--- src/rtl/trdf_pkg.sv ---
`timescale 1ns / 1ps
// ----------------------------------------------------------------------------
// trdf_pkg
// Shared constants, codes and types of the rectangle and disk fill engine.
// ----------------------------------------------------------------------------
package trdf_pkg;

	localparam int DEF_MAX_HEIGHT   = 64;
	localparam int DEF_MAX_WIDTH    = 64;
	localparam int DEF_MAX_CHANNELS = 4;

	localparam int REQ_W      = 2;
	localparam int COORD_W    = 16;
	localparam int WORD_W     = 64;
	localparam int NUM_WORDS  = 4;
	localparam int VCNT_W     = 3;
	localparam int CHIDX_W    = 2;
	localparam int COUNT_W    = 13;
	localparam int DIM_W      = 7;
	localparam int CHN_W      = 3;
	localparam int CFG_IDX_W  = 2;
	localparam int CFG_DATA_W = 7;
	localparam int EXT_W      = 18;
	localparam int SQ_W       = 31;

	localparam logic [REQ_W-1:0] REQ_RECT = 2'd0;
	localparam logic [REQ_W-1:0] REQ_DISK = 2'd1;
	localparam logic [REQ_W-1:0] REQ_READ = 2'd2;

	localparam logic [CFG_IDX_W-1:0] REG_IMG_HEIGHT    = 2'd0;
	localparam logic [CFG_IDX_W-1:0] REG_IMG_WIDTH     = 2'd1;
	localparam logic [CFG_IDX_W-1:0] REG_CHANNEL_COUNT = 2'd2;

	localparam logic [DIM_W-1:0] RST_IMG_HEIGHT    = 7'd64;
	localparam logic [DIM_W-1:0] RST_IMG_WIDTH     = 7'd64;
	localparam logic [CHN_W-1:0] RST_CHANNEL_COUNT = 3'd1;

	typedef struct packed {
		logic [REQ_W-1:0]                   req_type;
		logic signed [COORD_W-1:0]          row_a;
		logic signed [COORD_W-1:0]          col_a;
		logic signed [COORD_W-1:0]          row_b;
		logic signed [COORD_W-1:0]          col_b;
		logic signed [COORD_W-1:0]          radius;
		logic [NUM_WORDS-1:0][WORD_W-1:0]   fill_words;
		logic [VCNT_W-1:0]                  value_count;
		logic [CHIDX_W-1:0]                 channel_index;
	} req_t;

	typedef struct packed {
		logic [WORD_W-1:0]  read_value;
		logic [COUNT_W-1:0] pixels_written;
		logic               status;
	} res_t;

	typedef struct packed {
		logic load;
		logic bounds;
		logic mul_r;
		logic mul_y;
		logic mul_x;
		logic scan;
		logic rd;
		logic res_load;
		logic clr;
	} cmd_t;

	typedef struct packed {
		logic skip;
		logic is_read;
		logic scan_last;
		logic clr_last;
	} sts_t;

endpackage

--- src/rtl/trdf_ctrl.sv ---
`timescale 1ns / 1ps
// ----------------------------------------------------------------------------
// trdf_ctrl
// Sequencer: clearing pass, setup steps, pixel scan, read and result hand-off.
// ----------------------------------------------------------------------------
module trdf_ctrl import trdf_pkg::*; (
	input  logic clk,
	input  logic arst_n,
	input  logic in_valid,
	output logic in_ready,
	output logic out_valid,
	input  logic out_ready,
	input  sts_t sts,
	output cmd_t cmd
);

	typedef enum logic [8:0] {
		ST_CLEAR  = 9'b000000001,
		ST_IDLE   = 9'b000000010,
		ST_BOUNDS = 9'b000000100,
		ST_MUL_R  = 9'b000001000,
		ST_MUL_Y  = 9'b000010000,
		ST_MUL_X  = 9'b000100000,
		ST_SCAN   = 9'b001000000,
		ST_RD     = 9'b010000000,
		ST_FINISH = 9'b100000000
	} state_t;

	state_t state_q, state_d;
	logic   out_valid_q;

	assign in_ready  = (state_q == ST_IDLE);
	assign out_valid = out_valid_q;

	always_comb begin
		cmd     = '0;
		state_d = state_q;
		unique case (state_q)
			ST_CLEAR: begin
				cmd.clr = 1'b1;
				if (sts.clr_last) state_d = ST_IDLE;
			end
			ST_IDLE: begin
				if (in_valid) begin
					cmd.load = 1'b1;
					state_d  = ST_BOUNDS;
				end
			end
			ST_BOUNDS: begin
				cmd.bounds = 1'b1;
				state_d    = ST_MUL_R;
			end
			ST_MUL_R: begin
				cmd.mul_r = 1'b1;
				if (sts.skip) state_d = ST_FINISH;
				else if (sts.is_read) state_d = ST_RD;
				else state_d = ST_MUL_Y;
			end
			ST_MUL_Y: begin
				cmd.mul_y = 1'b1;
				state_d   = ST_MUL_X;
			end
			ST_MUL_X: begin
				cmd.mul_x = 1'b1;
				state_d   = ST_SCAN;
			end
			ST_SCAN: begin
				cmd.scan = 1'b1;
				if (sts.scan_last) state_d = ST_FINISH;
			end
			ST_RD: begin
				cmd.rd  = 1'b1;
				state_d = ST_FINISH;
			end
			ST_FINISH: begin
				if (!out_valid_q || out_ready) begin
					cmd.res_load = 1'b1;
					state_d      = ST_IDLE;
				end
			end
			default: state_d = ST_IDLE;
		endcase
	end

	always_ff @(posedge clk or negedge arst_n) begin
		if (!arst_n) begin
			state_q     <= ST_CLEAR;
			out_valid_q <= 1'b0;
		end else begin
			state_q <= state_d;
			if (cmd.res_load) out_valid_q <= 1'b1;
			else if (out_ready) out_valid_q <= 1'b0;
		end
	end

endmodule

--- config.mk ---
export PLATFORM = sky130hd
export DESIGN_NAME = trdf_ctrl
export DESIGN_NICKNAME = d
export VERILOG_FILES = /design/src/rtl/trdf_pkg.sv /design/src/rtl/trdf_ctrl.sv
export SDC_FILE = /design/constraint.sdc
export NUM_CORES = 1
export LEC_CHECK = 0
export BUFFER_PORTS_ARGS = -buffer_cell sky130_fd_sc_hd__buf_4
export CORE_UTILIZATION = 47
export CTS_BUF_LIST = sky130_fd_sc_hd__clkbuf_2 sky130_fd_sc_hd__clkbuf_4 sky130_fd_sc_hd__clkbuf_8
export DETAILED_ROUTE_END_ITERATION = 6
export GPL_TIMING_DRIVEN = 0
export PLACE_DENSITY = 0.75
export RECOVER_POWER = 100
export SKIP_LAST_GASP = 1
export SLEW_MARGIN = 20
export SYNTH_ARGS = -nofsm -noshare
export SYNTH_HDL_FRONTEND = slang
export SYNTH_SLANG_ARGS = --single-unit
--- constraint.sdc ---
create_clock -name clk -period 1.9 [get_ports clk]
set_input_delay 0.475 -clock clk [delete_from_list [all_inputs] [get_ports clk]]
set_output_delay 0.475 -clock clk [all_outputs]
set_load 0.01 [all_outputs]
==> summary.md, run 1 <==
| Metric | Value |
|---|---|
| Area grow syn2layout | `51.0%` |
| Syn_area_per_cell | `9.25 um2` |
| Slew Viols, Final | `0` |
| Placed cells | `104` |
| Most common cell after layout, fill and taps aside | `buf_4` |
| TritonCTS clock tree | `yes` |
| Final worst setup slack | `-0.391 ns` |
| Maximum vdd drop | `869 uV` |
| Routability congestion estimate | `0.704` |
| Mapped Area | `657 um2` |
| Fraction of layout instances using a drive strength above 1 | `54.8%` |
| Netlist cell types | `35` |
| Arr. time, crit path | `1.82 ns` |
| Pwr per Cell Area | `1180 nW/um2` |
| Kind of critical path | `flop to output port` |
| H-tree depth | `1` |
| Final Critical Period | `2.29 ns` |
| Ys async rst share | `100%` |
| Fmax | `437 MHz` |
| Reg clk slew, reported paths | `0.07 ns` |
| Full die area | `1550 um2` |
| Unrepaired setup endpoints after global routing | `true` |
| Number of top-level pins | `19` |
| Worst Max-Slew Pin Slew | `0.596 ns` |
| Initial Util | `50.5%` |
| Die height | `39.4 um` |
| Yosys warns | `0` |
| First-pass GRT wire length | `2760 um` |
| Sequential fraction of the synthesis area | `38.3%` |
| Setup TNS | `-2.25 ns` |
| Worst Setup End Kind | `output port` |
| DR vias | `677` |
| Layout filler cell count | `103` |
| Final antenna-violating net count | `0` |
| Vias in the first global route | `624` |
| Worst path top cell family by delay | `simple AND/OR/NAND/NOR gates` |
| Starting DRT DRC Count | `11` |
| Layout Cell Area excl Fill | `992 um2` |
| Hold buffer count at CTS | `0` |
| Crit-path cells | `or4_4, nor3_4, nand3_2, nor2_2, buf_4` |
| Worst slew margin | `60.3%` |
| Cell row count | `13` |
| CTS max path bufs | `2` |
| Worst Path Required | `1.42 ns` |
| Number of max-cap violations | `0` |
| CP peak stage delay | `0.57 ns` |
| Gr usage total | `27.5%` |
| Vias per inst | `5.69` |
| Setup violators final | `10` |
| IO buf count | `18` |
| Gr ovfl total | `0` |
| Final antenna diode count | `0` |
| Register-to-Register Path Depth | `4` |
| Worst path bufs/invs | `1` |
| # clock sinks | `10` |
| Worst Hold Class | `primary input to asynchronous set/reset pin` |
| DP Area | `813 um2` |
| Stages on worst setup path | `5` |
| Later-pin clock latency in the skew report | `0.27 ns` |
| Antenna violations before repair | `0` |
| Layout Cells excl Fill | `119` |
| Synthesized instance count | `71` |
| Most frequent cells in the layout | `buf_4 (24), nor2_1 (7), clkbuf_4 (7), dfrtp_2 (5)` |
| Syn_nets | `79` |
| Nets | `113` |
| Power, Total | `0.00117 W` |
| Critical Path Start Type | `flop` |
| #FFs+latches synth | `10` |
| Largest net degree at the start of global routing | `11` |
| Worst clock skew | `0.00782 ns` |
| CP max stage cell | `or4_4` |
| Core area | `1300 um2` |
| Final Hold Viols | `0` |
| HPWL Detailed | `1050 um` |
| Final period util | `121%` |
| TritonCTS buffer count | `3` |
| Router iterations before antenna repair | `4` |
| Crit path max fanout | `3` |
| DRC | `0` |
| Run status | `finished with violations` |
| Leak | `0.455 nW` |
| Clock root buffer | `clkbuf_4` |
| EDFF count, synth | `0` |
| Routed WL | `1850 um` |
| Detailed-route wire length per cell | `15.5 um` |
| Horiz. Die Dim | `39.4 um` |
| Failing checks | `negative setup slack` |
| Top FF cell, synth | `dfrtp_1` |
==> power breakdown <==
group / internal (W) / switching (W) / leakage [nW]
registers: 0.000244 / 0.0000486 / 0.124
logic: 0.000399 / 0.000312 / 0.313
clock network: 0.0000955 / 0.0000761 / 0.0184
==> per-layer routing <==
metal / global-route usage, % / wire length [um]
met3: 6.25 / 66
met2: 44.6 / 938
met5: 0 / 0
met4: 12.1 / 19
met1: 34.6 / 823
==> cells in the mapped netlist, types with 2 or more instances <==
master     n  share of area, %
nand4_1    2               1.9
nor3b_1    5               5.7
clkbuf_1   2               1.1
xor2_1     2               2.7
dfrtp_1    9                34
nor2_1    11               6.3
nand3_1    2               1.5
nor4b_1    2               2.7
inv_1      4               2.3
and4b_1    3               4.6
nor3_1     2               1.5
and2_1     3               2.9
o21ai_0    2               1.5
==> registers in the layout, summed over array words and instances (netlist names) <==
register	flops
out_valid	1
state_q	9
==> worst paths after layout <==
kind / from / end / slack (ns)
hold reg to reg: out_valid$_DFFE_PN0P_ / out_valid$_DFFE_PN0P_ / 0.59
setup reg to reg: state_q[6]$_DFFE_PN0P_ / state_q[1]$_DFFE_PN0P_ / 0.08
min in group clk: sts[2] / state_q[4]$_DFFE_PN0P_ / 0.36
setup / recovery: state_q[6]$_DFFE_PN0P_ / cmd[1] / -0.39
max in group asynchronous: arst_n / state_q[2]$_DFFE_PN0P_ / 1.29
hold / removal: arst_n / state_q[4]$_DFFE_PN0P_ / 0.18
==> logic make-up after synthesis <==
logic type	after synthesis	synth area share, %
buffers and inverters	8	6.29
AND/OR/NAND/NOR	40	40.4
XOR/XNOR	3	4.00
flip-flops	10	38.3
AO/OA/AOI/OAI	10	11.0
==> repair_timing <==
| item | 4_1_cts | 5_1_grt |
|---|---|---|
| endpoints found under the setup margin | 10 | 12 |
| setup buffers | 17 | 1 |
| gates resized for setup | 20 | 2 |
| pin swaps | 12 | 8 |
==> stage by stage <==
stage | hold slack, ns | setup slack, ns | utilization, %
finish | 0.178 | -0.391 | 76.3
global placement | 0.313 | -0.153 | 62.5
detailed placement | 0.315 | -0.160 | 62.5
floorplan | 0.179 | -0.0154 | -
global route | 0.226 | -0.470 | 76.3
CTS | 0.0268 | -0.395 | 77.3
==> area by class of cell <==
class	count	area, um2	share of cell area [%]
inverter	4	15.0	1.51
timing repair buffer	33	255	25.7
multi-input combinational	53	415	41.9
tap	15	18.8	1.89
sequential	10	258	26.0
clock buffer	4	30.0	3.03
Power figures use the tool's default switching activity.
==> run 2: changes to the inputs <==
--- a/config.mk
+++ b/config.mk
@@ -10,7 +10,7 @@
 export CTS_BUF_LIST = sky130_fd_sc_hd__clkbuf_2 sky130_fd_sc_hd__clkbuf_4 sky130_fd_sc_hd__clkbuf_8
 export DETAILED_ROUTE_END_ITERATION = 6
 export GPL_TIMING_DRIVEN = 0
-export PLACE_DENSITY = 0.75
+export PLACE_DENSITY = 0.82
 export RECOVER_POWER = 100
 export SKIP_LAST_GASP = 1
 export SLEW_MARGIN = 20
==> run 2 against run 1 <==
Compared with the run above: the run ends with design-rule violations, negative setup slack left; worst setup slack better by 0.022 ns; fmax is 0.95% higher; total power is 0.88% higher; clock skew hardly changed; critical endpoint is now cmd[4]; highest routed layer unchanged.
==> summary.md, run 2 (synthesis gave the netlist of run 1 again) <==
| Metric | Value |
|---|---|
| Run status | `finished with violations (unchanged)` |
| Fraction of layout instances using a drive strength above 1 | `57.4% (was 54.8%)` |
| Critical Path Start Type | `flop (unchanged)` |
| Full die area | `1550 um2 (unchanged)` |
| Fmax | `441 MHz (was 437 MHz)` |
| Crit path max fanout | `3 (unchanged)` |
| Routed WL | `2220 um (was 1850 um)` |
| Initial Util | `50.5% (unchanged)` |
| DRC | `1 (was 0)` |
| Setup violators final | `11 (was 10)` |
| Router iterations before antenna repair | `6 (was 4)` |
| Number of top-level pins | `19 (unchanged)` |
| Final period util | `119% (was 121%)` |
| Horiz. Die Dim | `39.4 um (unchanged)` |
| IO buf count | `18 (unchanged)` |
| Top reg by flops | `state_q (unchanged)` |
| CTS max path bufs | `2 (unchanged)` |
| Die height | `39.4 um (unchanged)` |
| Final worst setup slack | `-0.369 ns (was -0.391 ns)` |
| Setup crit start | `state_q[7]$_DFFE_PN0P_ (was state_q[6]$_DFFE_PN0P_)` |
| Layout Cells excl Fill | `123 (was 119)` |
| Final antenna-violating net count | `0 (unchanged)` |
| Routability congestion estimate | `0.778 (was 0.704)` |
| Worst Path Required | `1.42 ns (about the same)` |
| Worst Hold Class | `primary input to asynchronous set/reset pin (unchanged)` |
| HPWL Detailed | `1080 um (was 1050 um)` |
| Leak | `0.484 nW (was 0.455 nW)` |
| Reg2Reg Launch Point | `state_q[7]$_DFFE_PN0P_ (was state_q[6]$_DFFE_PN0P_)` |
| Fin Hold WS | `0.178 ns (about the same)` |
| Number of max-cap violations | `0 (unchanged)` |
| Largest net degree at the start of global routing | `11 (unchanged)` |
| Max FFs per register | `9 (unchanged)` |
| Nets | `117 (was 113)` |
| Maximum vdd drop | `761 uV (was 869 uV)` |
| Post-layout util | `81.1% (was 76.3%)` |
| H-tree depth | `1 (unchanged)` |
| Worst Setup End Kind | `output port (unchanged)` |
| Vias in the first global route | `654 (was 624)` |
| Antenna violations before repair | `0 (unchanged)` |
| Vias per inst | `5.92 (was 5.69)` |
| Unrepaired setup endpoints after global routing | `true (unchanged)` |
| Arr. time, crit path | `1.79 ns (was 1.82 ns)` |
| Detailed-route wire length per cell | `18.0 um (was 15.5 um)` |
| Most frequent cells in the layout | `buf_4 (27), nor2_1 (8), buf_6 (8), dfrtp_1 (5) (was buf_4 (24), nor2_1 (7), clkbuf_4 (7), dfrtp_2 (5))` |
| First-pass GRT wire length | `2900 um (was 2760 um)` |
| Clock root buffer | `clkbuf_4 (unchanged)` |
| Worst clock skew | `0.00746 ns (was 0.00782 ns)` |
| # clock sinks | `10 (unchanged)` |
| Area grow syn2layout | `60.6% (was 51.0%)` |
| Layout Cell Area excl Fill | `1050 um2 (was 992 um2)` |
| Pwr per Cell Area | `1120 nW/um2 (was 1180 nW/um2)` |
| Final Hold Viols | `0 (unchanged)` |
| DR vias | `728 (was 677)` |
| Power, Total | `0.00119 W (was 0.00117 W)` |
| Gr usage total | `28.6% (was 27.5%)` |
| Cell row count | `13 (unchanged)` |
| Gr ovfl total | `0 (unchanged)` |
| Worst slew margin | `61.6% (was 60.3%)` |
| Most common cell after layout, fill and taps aside | `buf_4 (unchanged)` |
| Later-pin clock latency in the skew report | `0.26 ns (was 0.27 ns)` |
| Starting DRT DRC Count | `17 (was 11)` |
| Core area | `1300 um2 (unchanged)` |
| Reg clk slew, reported paths | `0.07 ns (about the same)` |
| Placed cells | `104 (unchanged)` |
| Final Critical Period | `2.27 ns (was 2.29 ns)` |
| TritonCTS buffer count | `3 (unchanged)` |
| Failing checks | `design-rule violations, negative setup slack (was negative setup slack)` |
| TritonCTS clock tree | `yes (unchanged)` |
| DP Area | `813 um2 (unchanged)` |
| Worst Max-Slew Pin Slew | `0.576 ns (was 0.596 ns)` |
| Slew Viols, Final | `0 (unchanged)` |
| Final antenna diode count | `0 (unchanged)` |
| Kind of critical path | `flop to output port (unchanged)` |
==> run 2: where the power goes <==
group	leakage, nW	switching (W)	internal, W
Clock	0.0184	0.0000719	0.0000952
Combinational	0.340	0.000331	0.000389
Sequential	0.126	0.0000525	0.000245
==> run 2: layout make-up <==
type,count,area (um2)
sequential,10,256
timing repair buffer,37,300
fill,73,246
inverter,4,15.0
clock buffer,4,30.0
multi-input combinational,53,434
tap,15,18.8
==> run 2: routing by layer <==
| metal | global-route usage, % | part of all wire (%) | up-vias |
|---|---|---|---|
| met3 | 6.25 | 6.5 | 9 |
| met1 | 31.3 | 39 | 350 |
| li1 | - | - | 330 |
| met2 | 52.1 | 51 | 39 |
| met5 | 0 | 0 | - |
| met4 | 12.1 | 3.3 | 0 |
==> run 2: worst paths after layout <==
kind | endpoint | slack [ns] | depth (start not counted)
setup / recovery | cmd[4] | -0.37 | 4
hold / removal | state_q[6]$_DFFE_PN0P_ | 0.18 | 1
setup reg to reg | state_q[8]$_DFFE_PN0P_ | -0.20 | 11
hold reg to reg | out_valid$_DFFE_PN0P_ | 0.56 | 2
max in group asynchronous | state_q[2]$_DFFE_PN0P_ | 1.30 | 1
min in group clk | out_valid$_DFFE_PN0P_ | 0.40 | 2
==> run 2: repair_timing <==
action	4_1_cts	5_1_grt
resized for setup	19	10
pin swaps	11	12
hold buffers	0	0
setup endpoints to repair	10	12
setup buffers	16	7
==> run 2: critical path, stage by stage (launching register included) <==
cell     delay (ns)
dfrtp_2        0.43
or4_4          0.57
nor2_4         0.14
and4b_2        0.29
buf_6          0.11
==> run 2: metrics by stage <==
step	setup slack [ns]	TNS, ns
finish	-0.369	-2.86
global route	-0.407	-3.63
CTS	-0.443	-2.51
detailed placement	-0.187	-0.871
global placement	-0.151	-0.682
floorplan	-0.0154	-0.0154
==> run 3: changes to the inputs <==
--- a/config.mk
+++ b/config.mk
@@ -6,11 +6,13 @@
 export NUM_CORES = 1
 export LEC_CHECK = 0
 export BUFFER_PORTS_ARGS = -buffer_cell sky130_fd_sc_hd__buf_4
-export CORE_UTILIZATION = 47
+export CORE_UTILIZATION = 35
 export CTS_BUF_LIST = sky130_fd_sc_hd__clkbuf_2 sky130_fd_sc_hd__clkbuf_4 sky130_fd_sc_hd__clkbuf_8
+export CTS_CLUSTER_DIAMETER = 200
+export CTS_CLUSTER_SIZE = 8
 export DETAILED_ROUTE_END_ITERATION = 6
 export GPL_TIMING_DRIVEN = 0
-export PLACE_DENSITY = 0.82
+export PLACE_DENSITY = 0.66
 export RECOVER_POWER = 100
 export SKIP_LAST_GASP = 1
 export SLEW_MARGIN = 20
==> run 3 against run 2 <==
Compared with the run above: the run ends with negative setup slack left; non-clock buffer count rose by 2; count of clock-buffer cells in the layout did not move; clock power rose by 5%; largest cell class unchanged; sequential cell count did not move; first-iteration DRC count fell by 5.9%; fmax rose by 2.5%; highest routed layer unchanged; critical path depth rose by 1; design area fell by 0.95%; combinational power rose by 3.1%.
==> summary.md, run 3 (synthesis gave the netlist of run 1 again) <==
| Metric | Value |
|---|---|
| Internal | `0.000779 W (was 0.000729 W)` |
| Arr. time, crit path | `1.74 ns (was 1.79 ns)` |
| Failing checks | `negative setup slack (was design-rule violations, negative setup slack)` |
| Final Hold Viols | `0 (unchanged)` |
| Run status | `finished with violations (unchanged)` |
| Switch share | `35.8% (was 38.5%)` |
| Leak | `0.481 nW (was 0.484 nW)` |
| Kind of critical path | `flop to output port (unchanged)` |
| CTS max path bufs | `2 (unchanged)` |
| H-tree depth | `1 (unchanged)` |
| CP max stage cell | `or4_4 (unchanged)` |
| TritonCTS buffer count | `3 (unchanged)` |
| Reg clk slew, reported paths | `0.07 ns (about the same)` |
| Nets | `119 (was 117)` |
| Largest net degree at the start of global routing | `11 (unchanged)` |
| P_sw | `0.000434 W (was 0.000456 W)` |
| Critical Path Start Type | `flop (unchanged)` |
| Worst Setup End Kind | `output port (unchanged)` |
| Unrepaired setup endpoints after global routing | `true (unchanged)` |
| # clock sinks | `10 (unchanged)` |
| Max FFs per register | `9 (unchanged)` |
| Worst Max-Slew Pin Slew | `0.618 ns (was 0.576 ns)` |
| Setup violators final | `11 (unchanged)` |
| Final antenna-violating net count | `0 (unchanged)` |
| Horiz. Die Dim | `45.3 um (was 39.4 um)` |
| Final period util | `117% (was 119%)` |
| Vias in the first global route | `621 (was 654)` |
| Worst Path Required | `1.42 ns (about the same)` |
| Number of max-cap violations | `0 (unchanged)` |
| Area grow syn2layout | `59.0% (was 60.6%)` |
| Die height | `45.3 um (was 39.4 um)` |
| HPWL Detailed | `1060 um (was 1080 um)` |
| Full die area | `2050 um2 (was 1550 um2)` |
| Fraction of layout instances using a drive strength above 1 | `54.5% (was 57.4%)` |
| Gr usage total | `19.9% (was 28.6%)` |
| Most frequent cells in the layout | `buf_4 (31), nor2_1 (9), clkbuf_4 (5), dfrtp_1 (5) (was buf_4 (27), nor2_1 (8), buf_6 (8), dfrtp_1 (5))` |
| Dpl ws | `-0.178 ns (was -0.187 ns)` |
| Router iterations before antenna repair | `4 (was 6)` |
| Routed WL | `1770 um (was 2220 um)` |
| Final Critical Period | `2.21 ns (was 2.27 ns)` |
| Worst Hold Class | `primary input to asynchronous set/reset pin (unchanged)` |
| Starting DRT DRC Count | `16 (was 17)` |
| Pwr per Cell Area | `1160 nW/um2 (was 1120 nW/um2)` |
| Worst slew margin | `58.8% (was 61.6%)` |
| Clock power share | `14.5% (was 14.1%)` |
| IO buf count | `18 (unchanged)` |
| Gr ovfl total | `0 (unchanged)` |
| Final antenna diode count | `0 (unchanged)` |
| Crit path max fanout | `3 (unchanged)` |
| Vias per inst | `5.06 (was 5.92)` |
| Top reg by flops | `state_q (unchanged)` |
| Worst clock skew | `0.00249 ns (was 0.00746 ns)` |
| First-pass GRT wire length | `2770 um (was 2900 um)` |
| CP peak stage delay | `0.58 ns (was 0.57 ns)` |
| Number of top-level pins | `19 (unchanged)` |
| Final worst setup slack | `-0.314 ns (was -0.369 ns)` |
| DRC | `0 (was 1)` |
| Fmax | `452 MHz (was 441 MHz)` |
| Initial Util | `37.6% (was 50.5%)` |
| Slew Viols, Final | `0 (unchanged)` |
| Clock root buffer | `clkbuf_4 (unchanged)` |
| Routability congestion estimate | `0.771 (was 0.778)` |
| Cell row count | `15 (was 13)` |
| Post-layout util | `59.9% (was 81.1%)` |
| Part of the power in registers | `24.3% (was 25.1%)` |
| DR vias | `683 (was 728)` |
| TritonCTS clock tree | `yes (unchanged)` |
| Hold buffer count at CTS | `0 (unchanged)` |
| Setup TNS | `-2.33 ns (was -2.86 ns)` |
| Combinational power share | `61.2% (was 60.8%)` |
| Crit-path cells | `or4_4, nor3_4, nand3_2, nor2_2, buf_4 (was or4_4, nor2_4, and4b_2, buf_6)` |
| Later-pin clock latency in the skew report | `0.27 ns (was 0.26 ns)` |
| Antenna violations before repair | `0 (unchanged)` |
| Core area | `1750 um2 (was 1300 um2)` |
| Most common cell after layout, fill and taps aside | `buf_4 (unchanged)` |
| Maximum vdd drop | `672 uV (was 761 uV)` |
| Detailed-route wire length per cell | `13.1 um (was 18.0 um)` |
[run 3: area by class of cell]
class                      count  area [um2]
timing repair buffer          39         297
sequential                    10         256
multi-input combinational     53         415
fill                         161         701
tap                           25        31.3
inverter                       4        15.0
clock buffer                   4        30.0
[run 3: worst max-delay path, delay by kind of cell, from the launching register on]
kind,cells,cell delay (ns)
AND/OR/NAND/NOR,4,0.96
buffers and inverters,1,0.12
flip-flops,1,0.39
[run 3: through the flow]
step	hold slack [ns]	cells	area, um2	total power [W]
final	0.186	135	1040	0.00121
after global routing	0.202	135	1040	0.00129
after CTS	0.0215	132	1010	0.00112
after detailed placement	0.314	114	826	0.000676
after global placement	0.316	114	826	0.000672
after floorplan	0.179	71	659	0.000558
[run 3: worst paths after layout]
path / startpoint / end / slack [ns] / depth (start not counted)
min reg2reg: out_valid$_DFFE_PN0P_ / out_valid$_DFFE_PN0P_ / 0.56 / 2
min in group clk: sts[2] / state_q[4]$_DFFE_PN0P_ / 0.35 / 2
max reg2reg: state_q[2]$_DFFE_PN0P_ / state_q[5]$_DFFE_PN0P_ / -0.17 / 10
min: arst_n / out_valid$_DFFE_PN0P_ / 0.19 / 1
max: state_q[6]$_DFFE_PN0P_ / cmd[1] / -0.31 / 5
max in group asynchronous: arst_n / state_q[2]$_DFFE_PN0P_ / 1.28 / 1
[run 3: metal layers]
metal	share of wire [%]	GRT usage, %	vias to the layer above
met4	2.4	12.7	0
li1	-	-	334
met2	46	29.0	16
met1	48	26.2	328
met5	0	0	-
met3	3.8	4.80	5
[run 3: repair_timing]
item,4_1_cts,5_1_grt
setup endpoints to repair,10,14
buffers inserted,17,5
pin swaps,11,11
gates resized for setup,14,6
[run 3: power by group through the flow]
stage / clock (W) / combinational, W / sequential, W
4_1_cts: 0.000178 / 0.000645 / 0.000293
6_report: 0.000176 / 0.000743 / 0.000295
3_3_place_gp: 0 / 0.000384 / 0.000288
5_1_grt: 0.000188 / 0.000802 / 0.000299
2_1_floorplan: 0 / 0.000277 / 0.000280
3_5_place_dp: 0 / 0.000386 / 0.000290
